==> src/sv/h264rtp_pkg.sv <==
// Package for the H.264 RTP packetizer: the packet descriptor that passes from
// the front to the back, header constants and register indexes. No dependencies.
`default_nettype none

package h264rtp_pkg;

    localparam int MAX_PAYLOAD_W = 12;
    localparam int QUEUE_DEPTH   = 4;
    localparam int QUEUE_AW      = 2;

    localparam logic [7:0] RTP_BYTE0    = 8'h80;
    localparam logic [7:0] MARKER_BIT   = 8'h80;
    localparam logic [7:0] FU_NRI_MASK  = 8'h60;
    localparam logic [7:0] FU_A_TYPE    = 8'd28;
    localparam logic [7:0] FU_TYPE_MASK = 8'h1F;
    localparam logic [7:0] FU_START_BIT = 8'h80;
    localparam logic [7:0] FU_END_BIT   = 8'h40;

    typedef enum logic [1:0] {
        REG_PAYLOAD_TYPE = 2'd0,
        REG_SSRC         = 2'd1,
        REG_MAX_PAYLOAD  = 2'd2,
        REG_INIT_SEQ     = 2'd3
    } cfg_reg_t;

    typedef logic [3:0] byte_idx_t;

    localparam byte_idx_t IDX_VERSION   = 4'd0;
    localparam byte_idx_t IDX_MARKER_PT = 4'd1;
    localparam byte_idx_t IDX_SEQ_HI    = 4'd2;
    localparam byte_idx_t IDX_SEQ_LO    = 4'd3;
    localparam byte_idx_t IDX_TS_3      = 4'd4;
    localparam byte_idx_t IDX_TS_2      = 4'd5;
    localparam byte_idx_t IDX_TS_1      = 4'd6;
    localparam byte_idx_t IDX_TS_0      = 4'd7;
    localparam byte_idx_t IDX_SSRC_3    = 4'd8;
    localparam byte_idx_t IDX_SSRC_2    = 4'd9;
    localparam byte_idx_t IDX_SSRC_1    = 4'd10;
    localparam byte_idx_t IDX_SSRC_0    = 4'd11;
    localparam byte_idx_t IDX_FU_IND    = 4'd12;
    localparam byte_idx_t IDX_FU_HDR    = 4'd13;
    localparam byte_idx_t IDX_PAYLOAD   = 4'd14;

    typedef struct packed {
        logic [7:0]  data;
        logic        eop;
        logic        has_header;
        logic        is_frag;
        logic        marker;
        logic [15:0] seq;
        logic [31:0] ts;
        logic [7:0]  fu_ind;
        logic [7:0]  fu_hdr;
    } pkt_desc_t;

endpackage

`default_nettype wire

==> src/sv/h264rtp_front.sv <==
// Front of the packetizer: accepts NAL bytes, tracks NAL and fragment position
// and builds one packet descriptor per byte that yields output. Uses h264rtp_pkg.
`default_nettype none

module h264rtp_front #(
    parameter int LENGTH_WIDTH = 24
) (
    input  wire logic                                   aclk,
    input  wire logic                                   aresetn,
    input  wire logic                                   s_valid,
    output logic                                        s_ready,
    input  wire logic [7:0]                             s_nal_byte,
    input  wire logic [LENGTH_WIDTH-1:0]                s_nal_length,
    input  wire logic                                   s_last_nal,
    input  wire logic [31:0]                            s_rtp_timestamp,
    input  wire logic [h264rtp_pkg::MAX_PAYLOAD_W-1:0]  max_payload,
    input  wire logic                                   seq_load,
    input  wire logic [15:0]                            seq_value,
    input  wire logic                                   q_full,
    output logic                                        q_push,
    output h264rtp_pkg::pkt_desc_t                      q_desc
);
    import h264rtp_pkg::*;

    localparam int LW = LENGTH_WIDTH;
    localparam int MW = MAX_PAYLOAD_W;

    logic [LW-1:0] pos_reg, pos_next;
    logic [MW-1:0] fill_reg, fill_next;
    logic [7:0]    held_reg, held_next;
    logic          first_reg, first_next;
    logic [15:0]   seq_reg, seq_next;

    logic [LW-1:0] len;
    logic [LW:0]   pos_inc;
    logic          nal_end;
    logic          single;
    logic [MW-1:0] limit;
    logic          frag_end;
    logic [MW-1:0] fill_inc;
    logic          chunk_done;
    logic          pos_zero;
    logic          accept;
    logic          has_header;

    assign s_ready = !q_full;
    assign accept  = s_valid && s_ready;

    always_comb begin
        len        = (s_nal_length == '0) ? LW'(1) : s_nal_length;
        pos_inc    = {1'b0, pos_reg} + (LW+1)'(1);
        nal_end    = pos_inc >= {1'b0, len};
        single     = len <= {{(LW-MW){1'b0}}, max_payload};
        limit      = (max_payload > MW'(3)) ? (max_payload - MW'(2)) : MW'(1);
        frag_end   = ({1'b0, pos_reg} + (LW+1)'(limit)) >= {1'b0, len};
        fill_inc   = fill_reg + MW'(1);
        chunk_done = nal_end || (fill_inc >= limit);
        pos_zero   = pos_reg == '0;
        has_header = single ? pos_zero : (fill_reg == '0);
    end

    always_comb begin
        q_push            = accept && (single || !pos_zero);
        q_desc.data       = s_nal_byte;
        q_desc.eop        = single ? nal_end : chunk_done;
        q_desc.has_header = has_header;
        q_desc.is_frag    = !single;
        q_desc.marker     = s_last_nal && (single || frag_end);
        q_desc.seq        = seq_reg;
        q_desc.ts         = s_rtp_timestamp;
        q_desc.fu_ind     = (held_reg & FU_NRI_MASK) | FU_A_TYPE;
        q_desc.fu_hdr     = (held_reg & FU_TYPE_MASK) | (first_reg ? FU_START_BIT : 8'h00)
                            | (frag_end ? FU_END_BIT : 8'h00);
    end

    always_comb begin
        pos_next   = pos_reg;
        fill_next  = fill_reg;
        held_next  = held_reg;
        first_next = first_reg;
        seq_next   = seq_reg;
        if (accept) begin
            if (single) begin
                if (has_header) begin
                    seq_next = seq_reg + 16'd1;
                end
            end else if (pos_zero) begin
                held_next = s_nal_byte;
            end else begin
                if (has_header) begin
                    seq_next   = seq_reg + 16'd1;
                    first_next = 1'b0;
                end
                fill_next = chunk_done ? '0 : fill_inc;
            end
            if (nal_end) begin
                pos_next   = '0;
                fill_next  = '0;
                first_next = 1'b1;
            end else begin
                pos_next = pos_inc[LW-1:0];
            end
        end
        if (seq_load) begin
            seq_next = seq_value;
        end
    end

    always_ff @(posedge aclk) begin
        if (!aresetn) begin
            pos_reg   <= '0;
            fill_reg  <= '0;
            held_reg  <= '0;
            first_reg <= 1'b1;
            seq_reg   <= '0;
        end else begin
            pos_reg   <= pos_next;
            fill_reg  <= fill_next;
            held_reg  <= held_next;
            first_reg <= first_next;
            seq_reg   <= seq_next;
        end
    end

endmodule

`default_nettype wire

==> src/sv/h264rtp_queue.sv <==
// Short descriptor queue between the front and the back of the packetizer.
// Uses h264rtp_pkg for the descriptor type and depth.
`default_nettype none

module h264rtp_queue (
    input  wire logic                   aclk,
    input  wire logic                   aresetn,
    input  wire logic                   push,
    input  wire h264rtp_pkg::pkt_desc_t push_desc,
    output logic                        full,
    input  wire logic                   pop,
    output h264rtp_pkg::pkt_desc_t      head,
    output logic                        empty
);
    import h264rtp_pkg::*;

    pkt_desc_t             entry_reg [QUEUE_DEPTH];
    logic [QUEUE_AW-1:0]   wr_ptr_reg, wr_ptr_next;
    logic [QUEUE_AW-1:0]   rd_ptr_reg, rd_ptr_next;
    logic [QUEUE_AW:0]     count_reg, count_next;
    logic                  do_push;
    logic                  do_pop;

    assign full    = count_reg == (QUEUE_AW+1)'(QUEUE_DEPTH);
    assign empty   = count_reg == '0;
    assign head    = entry_reg[rd_ptr_reg];
    assign do_push = push && !full;
    assign do_pop  = pop && !empty;

    always_comb begin
        wr_ptr_next = do_push ? (wr_ptr_reg + QUEUE_AW'(1)) : wr_ptr_reg;
        rd_ptr_next = do_pop ? (rd_ptr_reg + QUEUE_AW'(1)) : rd_ptr_reg;
        count_next  = count_reg + (QUEUE_AW+1)'(do_push) - (QUEUE_AW+1)'(do_pop);
    end

    always_ff @(posedge aclk) begin
        if (do_push) begin
            entry_reg[wr_ptr_reg] <= push_desc;
        end
    end

    always_ff @(posedge aclk) begin
        if (!aresetn) begin
            wr_ptr_reg <= '0;
            rd_ptr_reg <= '0;
            count_reg  <= '0;
        end else begin
            wr_ptr_reg <= wr_ptr_next;
            rd_ptr_reg <= rd_ptr_next;
            count_reg  <= count_next;
        end
    end

endmodule

`default_nettype wire

==> src/sv/h264rtp_back.sv <==
// Back of the packetizer: serialises descriptors into RTP header, FU-A bytes
// and payload through a registered output. Uses h264rtp_pkg.
`default_nettype none

module h264rtp_back (
    input  wire logic                   aclk,
    input  wire logic                   aresetn,
    input  wire logic                   q_empty,
    input  wire h264rtp_pkg::pkt_desc_t q_head,
    output logic                        q_pop,
    input  wire logic [6:0]             payload_type,
    input  wire logic [31:0]            stream_source_id,
    output logic                        m_valid,
    input  wire logic                   m_ready,
    output logic [7:0]                  m_packet_byte,
    output logic                        m_end_of_packet,
    output logic                        m_last_of_run
);
    import h264rtp_pkg::*;

    byte_idx_t  idx_reg, idx_next;
    logic       valid_reg, valid_next;
    logic [7:0] byte_reg, byte_next;
    logic       eop_reg, eop_next;
    logic       last_reg, last_next;

    byte_idx_t  eff_idx;
    logic       load;
    logic       issue;
    logic       at_payload;
    logic [7:0] sel_byte;

    assign eff_idx    = q_head.has_header ? idx_reg : IDX_PAYLOAD;
    assign at_payload = eff_idx == IDX_PAYLOAD;
    assign load       = !valid_reg || m_ready;
    assign issue      = load && !q_empty;
    assign q_pop      = issue && at_payload;

    always_comb begin
        unique case (eff_idx)
            IDX_VERSION:   sel_byte = RTP_BYTE0;
            IDX_MARKER_PT: sel_byte = (q_head.marker ? MARKER_BIT : 8'h00) | {1'b0, payload_type};
            IDX_SEQ_HI:    sel_byte = q_head.seq[15:8];
            IDX_SEQ_LO:    sel_byte = q_head.seq[7:0];
            IDX_TS_3:      sel_byte = q_head.ts[31:24];
            IDX_TS_2:      sel_byte = q_head.ts[23:16];
            IDX_TS_1:      sel_byte = q_head.ts[15:8];
            IDX_TS_0:      sel_byte = q_head.ts[7:0];
            IDX_SSRC_3:    sel_byte = stream_source_id[31:24];
            IDX_SSRC_2:    sel_byte = stream_source_id[23:16];
            IDX_SSRC_1:    sel_byte = stream_source_id[15:8];
            IDX_SSRC_0:    sel_byte = stream_source_id[7:0];
            IDX_FU_IND:    sel_byte = q_head.fu_ind;
            IDX_FU_HDR:    sel_byte = q_head.fu_hdr;
            IDX_PAYLOAD:   sel_byte = q_head.data;
            default:       sel_byte = q_head.data;
        endcase
    end

    always_comb begin
        idx_next   = idx_reg;
        valid_next = valid_reg;
        byte_next  = byte_reg;
        eop_next   = eop_reg;
        last_next  = last_reg;
        if (load) begin
            valid_next = !q_empty;
        end
        if (issue) begin
            byte_next = sel_byte;
            eop_next  = at_payload && q_head.eop;
            last_next = at_payload;
            if (at_payload) begin
                idx_next = IDX_VERSION;
            end else if (eff_idx == IDX_SSRC_0) begin
                idx_next = q_head.is_frag ? IDX_FU_IND : IDX_PAYLOAD;
            end else begin
                idx_next = eff_idx + byte_idx_t'(1);
            end
        end
    end

    always_ff @(posedge aclk) begin
        if (!aresetn) begin
            idx_reg   <= IDX_VERSION;
            valid_reg <= 1'b0;
        end else begin
            idx_reg   <= idx_next;
            valid_reg <= valid_next;
        end
    end

    always_ff @(posedge aclk) begin
        byte_reg <= byte_next;
        eop_reg  <= eop_next;
        last_reg <= last_next;
    end

    assign m_valid         = valid_reg;
    assign m_packet_byte   = byte_reg;
    assign m_end_of_packet = eop_reg;
    assign m_last_of_run   = last_reg;

endmodule

`default_nettype wire

==> src/sv/h264_rtp_packetizer.sv <==
// Top level of the H.264 RTP packetizer: configuration registers, front,
// descriptor queue and back. Uses h264rtp_pkg and the h264rtp_* modules.
//
// The block takes one NAL byte per cycle while its four-entry descriptor queue
// has room, and sends one packet byte per cycle through a registered output
// while m_ready is high. A byte that continues a packet gives one output byte;
// a byte that opens a packet gives 13 output bytes (RTP header and byte) in
// single NAL mode and 15 in FU-A mode. The held NAL header byte of a fragmented
// NAL gives no output. The user must write the registers through cfg_wr_en,
// cfg_index and cfg_wr_data only while idle; the block does not enforce this.
// Writing initial_sequence loads the sequence counter at once.
`default_nettype none

module h264_rtp_packetizer #(
    parameter int LENGTH_WIDTH = 24
) (
    input  wire logic                    aclk,
    input  wire logic                    aresetn,
    input  wire logic                    cfg_wr_en,
    input  wire logic [1:0]              cfg_index,
    input  wire logic [31:0]             cfg_wr_data,
    input  wire logic                    s_valid,
    output logic                         s_ready,
    input  wire logic [7:0]              s_nal_byte,
    input  wire logic [LENGTH_WIDTH-1:0] s_nal_length,
    input  wire logic                    s_last_nal,
    input  wire logic [31:0]             s_rtp_timestamp,
    output logic                         m_valid,
    input  wire logic                    m_ready,
    output logic [7:0]                   m_packet_byte,
    output logic                         m_end_of_packet,
    output logic                         m_last_of_run
);
    import h264rtp_pkg::*;

    logic [6:0]               payload_type_reg;
    logic [31:0]              ssrc_reg;
    logic [MAX_PAYLOAD_W-1:0] max_payload_reg;
    logic                     seq_load;

    pkt_desc_t push_desc;
    pkt_desc_t head_desc;
    logic      q_push;
    logic      q_full;
    logic      q_pop;
    logic      q_empty;

    assign seq_load = cfg_wr_en && (cfg_reg_t'(cfg_index) == REG_INIT_SEQ);

    always_ff @(posedge aclk) begin
        if (!aresetn) begin
            payload_type_reg <= 7'd96;
            ssrc_reg         <= '0;
            max_payload_reg  <= MAX_PAYLOAD_W'(1200);
        end else if (cfg_wr_en) begin
            unique case (cfg_reg_t'(cfg_index))
                REG_PAYLOAD_TYPE: payload_type_reg <= cfg_wr_data[6:0];
                REG_SSRC:         ssrc_reg         <= cfg_wr_data;
                REG_MAX_PAYLOAD:  max_payload_reg  <= cfg_wr_data[MAX_PAYLOAD_W-1:0];
                REG_INIT_SEQ:     ;
            endcase
        end
    end

    h264rtp_front #(
        .LENGTH_WIDTH(LENGTH_WIDTH)
    ) u_front (
        .aclk            (aclk),
        .aresetn         (aresetn),
        .s_valid         (s_valid),
        .s_ready         (s_ready),
        .s_nal_byte      (s_nal_byte),
        .s_nal_length    (s_nal_length),
        .s_last_nal      (s_last_nal),
        .s_rtp_timestamp (s_rtp_timestamp),
        .max_payload     (max_payload_reg),
        .seq_load        (seq_load),
        .seq_value       (cfg_wr_data[15:0]),
        .q_full          (q_full),
        .q_push          (q_push),
        .q_desc          (push_desc)
    );

    h264rtp_queue u_queue (
        .aclk      (aclk),
        .aresetn   (aresetn),
        .push      (q_push),
        .push_desc (push_desc),
        .full      (q_full),
        .pop       (q_pop),
        .head      (head_desc),
        .empty     (q_empty)
    );

    h264rtp_back u_back (
        .aclk             (aclk),
        .aresetn          (aresetn),
        .q_empty          (q_empty),
        .q_head           (head_desc),
        .q_pop            (q_pop),
        .payload_type     (payload_type_reg),
        .stream_source_id (ssrc_reg),
        .m_valid          (m_valid),
        .m_ready          (m_ready),
        .m_packet_byte    (m_packet_byte),
        .m_end_of_packet  (m_end_of_packet),
        .m_last_of_run    (m_last_of_run)
    );

endmodule

`default_nettype wire

==> config.mk <==
export PLATFORM = sky130hd
export DESIGN_NAME = h264_rtp_packetizer
export DESIGN_NICKNAME = d
export VERILOG_FILES = /design/src/sv/h264rtp_pkg.sv /design/src/sv/h264rtp_front.sv /design/src/sv/h264rtp_queue.sv /design/src/sv/h264rtp_back.sv /design/src/sv/h264_rtp_packetizer.sv
export SDC_FILE = /design/constraint.sdc
export NUM_CORES = 1
export LEC_CHECK = 0
export ABC_CLOCK_PERIOD_IN_PS = 5900
export BUFFER_PORTS_ARGS = -buffer_cell sky130_fd_sc_hd__clkbuf_2
export CAP_MARGIN = 15
export CORE_ASPECT_RATIO = 0.7
export CORE_UTILIZATION = 30
export CTS_CLUSTER_DIAMETER = 150
export CTS_CLUSTER_SIZE = 12
export DETAILED_ROUTE_END_ITERATION = 6
export PLACE_DENSITY = 0.51
export SYNTH_ARGS = -nofsm -noshare
export SYNTH_HDL_FRONTEND = slang
export SYNTH_SLANG_ARGS = --single-unit
==> constraint.sdc <==
create_clock -name aclk -period 5.9 [get_ports aclk]
set_clock_uncertainty 0.05 [all_clocks]
set_input_delay 0.295 -clock aclk [delete_from_list [all_inputs] [get_ports aclk]]
set_output_delay 0.295 -clock aclk [all_outputs]
set_load 0.02 [all_outputs]
==> summary.txt <==
Status
  – Status: completed

Detailed routing
  – Post-Route WL: ~56 mm
  – DRC: 0
  – TritonRoute pass-1 iters: 6
  – Initial DRC Count: between 1000 and 1500
  – Wire per inst: between 20 and 25 um
  – Vias/cell: about 5.1
  – Detail Route Antenna Nets: 0
  – Vias after detailed routing: between 10000 and 15000

Floorplanning
  – Ports: roughly 120
  – DIE WIDTH: 307 um
  – Core Area: 63800 sq um
  – Die area: between 60000 and 70000 sq um
  – Starting Density: between 30% and 40%
  – Rows: a little under 80
  – Die Y: roughly 220 um

STA
  – Max-slew violation count: 0
  – Worst setup margin: approximately 0.48 ns
  – F_max: 184 MHz
  – RSZ-0062 raised after global routing: no
  – Final setup viols: 0
  – Min cycle time layout: roughly 5.4 ns
  – Worst hold slack: 0.0547 ns
  – Worst-Margin Slew: roughly 1.0 ns
  – Rel. slew slack: between 20% and 30%
  – Sum of negative setup slack: 0 ns
  – Tcrit/Tclk final: 91.9%
  – Final Hold Fails: 0

Placed design
  – Placer congestion estimate: around 0.88
  – DP HPWL: between 30 and 40 mm
  – Dpl ws: 0.270 ns
  – # port buffers: about 120

Synth
  – Post-synth top flop: edfxtp_1
  – Syn Area/Cell: between 10 and 15 sq um
  – Synthesized area: 19600 sq um
  – Netlist cell types: 73
  – Post-synthesis cell count: ~1600
  – EDFF count, synth: roughly 290
  – Post-synthesis sequential area ratio: a little under three fifths
  – Synth area leaders: edfxtp_1 (44%), dfxtp_1 (13%), mux4_2 (7.9%), ha_1 (6.4%), nand2_1 (3.7%)
  – Share of synthesized flip-flops with an asynchronous set or reset: 0%
  – Post-synth top area cell: edfxtp_1
  – FF+latch count, synth: around 400
  – Yosys warns: 0
  – Top-area cell type share of the netlist area: about 44%
  – Synth Net Count: roughly 1800

Cells and area
  – Commonest non-fill, non-tap cell in the layout: edfxtp_1
  – Commonest non-fill, non-tap cells in the layout: edfxtp_1 (286), nand2_1 (193), dfxtp_1 (123)
  – Share of cells above drive strength 1: between 10% and 20%
  – Area grow syn2layout: 17.1%
  – Total Nets Final: 1961
  – Largest register FFs: 276

GRT
  – Global-route wire length before repair: about 84 mm
  – Remaining global-route overflow: 0
  – Vias in the first global route: ~13000
  – Largest net degree at the start of global routing: 79
  – Initial antenna violation count: 5
  – Total global-route track usage: roughly 17%

Clock network
  – Clk sinks: around 410
  – Cts bufs inserted: 40
  – Post-CTS Setup Inserts: 0
  – Worst-skew pair later-pin latency: approximately 0.55 ns
  – Clock-pin transition on the worst setup and hold timing paths: 0.07 ns
  – Clock Root Buffer: clkbuf_16
  – TritonCTS clock tree: built
  – H-tree levels: 2
  – CTS Buffer Depth: 3

Worst hold path
  – Worst hold endpoint: ssrc_reg[30]
  – Worst Min Path Start: cfg_wr_data[30]
  – Min-Delay Path Class: input pin to flip-flop
  – Min-Delay Path Depth: 3

Worst setup path
  – Arrival time at the worst endpoint: ~5.7 ns
  – Worst r2r path cells: 23
  – Crit Path Class: flip-flop to flip-flop
  – Crit Path Max Fanout: 11
  – Data required, critical path: approximately 6.1 ns
  – Reg2Reg Capture Point: u_queue.entry_reg[0][58]
  – Worst r2r src: max_payload_reg[8]
  – Startpoint Class: flip-flop
  – FF-to-FF setup slack: between 0.4 and 0.5 ns
  – Setup crit end kind: flip-flop

Pwr
  – PwrDens: roughly 330 nW/um^2
  – Pleak: roughly 8.3 nW
  – Worst vdd ir: between 0.15 and 0.2 mV

Flow run
  – MaxCap Viol Count: 0
-- through the flow --
stage / utilization (%) / power (W) / std cells / area, sq um
floorplan: - / 0.00452 / 1605 / 19600
global placement: 33.2 / 0.00511 / 2526 / 21200
detailed placement: 33.2 / 0.00513 / 2526 / 21200
CTS: 35.9 / 0.00757 / 2654 / 22900
global route: 35.9 / 0.00783 / 2655 / 22900
finish: 35.9 / 0.00750 / 2656 / 22900
-- what timing repair did --
item / CTS / global route
endpoints found under the setup margin: 0 / 8
endpoints found under the hold margin: 176 / 0
hold buffers: 55 / 0
gates resized for setup: 0 / 4
-- cell families (layout without fill, tap and decap cells) --
logic type                 after synthesis  after routing  share of synthesized area (%)
other                                    0              1                              0
buffers and inverters                  168            349                           3.42
xor gates and xnor gates                62             62                           2.77
adders and majority gates              102            102                           6.60
AOI/OAI and AO/OA                      293            293                           9.96
DFF                                    411            411                           56.7
muxes                                   87             87                           8.86
and+or+nand+nor                        482            482                           11.7
-- power by group --
part / total (W) / switching (W) / internal, W
combinational: 0.00164 / 0.000984 / 0.000653
clock: 0.00240 / 0.00109 / 0.00131
sequential: 0.00346 / 0.000149 / 0.00332
-- cell type report --
| cell class | count | area (sq um) |
|---|---|---|
| diodes | 1 | 2.50 |
| multi-input cells | 1026 | 7850 |
| clock inverters | 4 | 31.3 |
| clock buffers | 69 | 1130 |
| fillers | 6289 | 40900 |
| repair buffers | 201 | 1440 |
| flip-flops and latches | 411 | 11100 |
| inverters | 75 | 282 |
| well taps | 869 | 1090 |
-- worst max path at each step --
stage | startpoint | depth (start not counted) | end
5_1_grt | max_payload_reg[8] | 23 | u_queue.entry_reg[3][58]
4_1_cts | max_payload_reg[3] | 23 | u_queue.entry_reg[3][58]
3_5_place_dp | max_payload_reg[3] | 23 | u_queue.entry_reg[0][58]
6_report | max_payload_reg[8] | 23 | u_queue.entry_reg[0][58]
2_1_floorplan | max_payload_reg[3] | 23 | u_queue.entry_reg[0][58]
3_3_place_gp | max_payload_reg[3] | 23 | u_queue.entry_reg[2][58]
-- synth_stat cells, drive strengths merged, types with 12 or more instances --
| cell type | instances |
|---|---|
| buf | 16 |
| a21oi | 98 |
| nand4 | 24 |
| o21ai | 46 |
| xor2 | 31 |
| inv | 74 |
| a31oi | 12 |
| and2 | 16 |
| mux4 | 69 |
| or3 | 16 |
| clkbuf | 77 |
| ha | 100 |
| dfxtp | 125 |
| a22oi | 13 |
| nand3 | 51 |
| nand2 | 193 |
| and3 | 15 |
| nor2 | 82 |
| mux2i | 18 |
| or2 | 18 |
| nor4 | 14 |
| edfxtp | 286 |
| xnor2 | 31 |
| nor3 | 20 |
-- worst max-delay path, cell delays in order (launching register included) --
cell	delay (ns)
dfxtp_1	0.34
nor3_1	0.25
nand2_1	0.11
nor3_1	0.18
buf_4	0.18
nand2b_1	0.14
inv_1	0.05
ha_1	0.35
and2_1	0.14
a311oi_1	0.07
a22oi_2	0.27
a41oi_1	0.23
a211o_1	0.33
or3b_2	0.54
xnor2_1	0.15
ha_1	0.29
and4_1	0.22
nand2_1	0.08
nor2_1	0.05
a2111oi_2	0.33
o31ai_1	0.14
a21oi_1	0.18
o31ai_1	0.19
o21a_1	0.26
-- routing by layer --
layer / vias up / global-route usage, % / share of wire [%]
met3: 56 / 3.38 / 7.3
met1: 6811 / 26.4 / 50
met2: 424 / 23.6 / 41
met4: 6 / 3.02 / 1.3
met5: - / 0 / 0.057
li1: 6321 / - / -
Note: power is estimated with default switching activity, not from simulation.
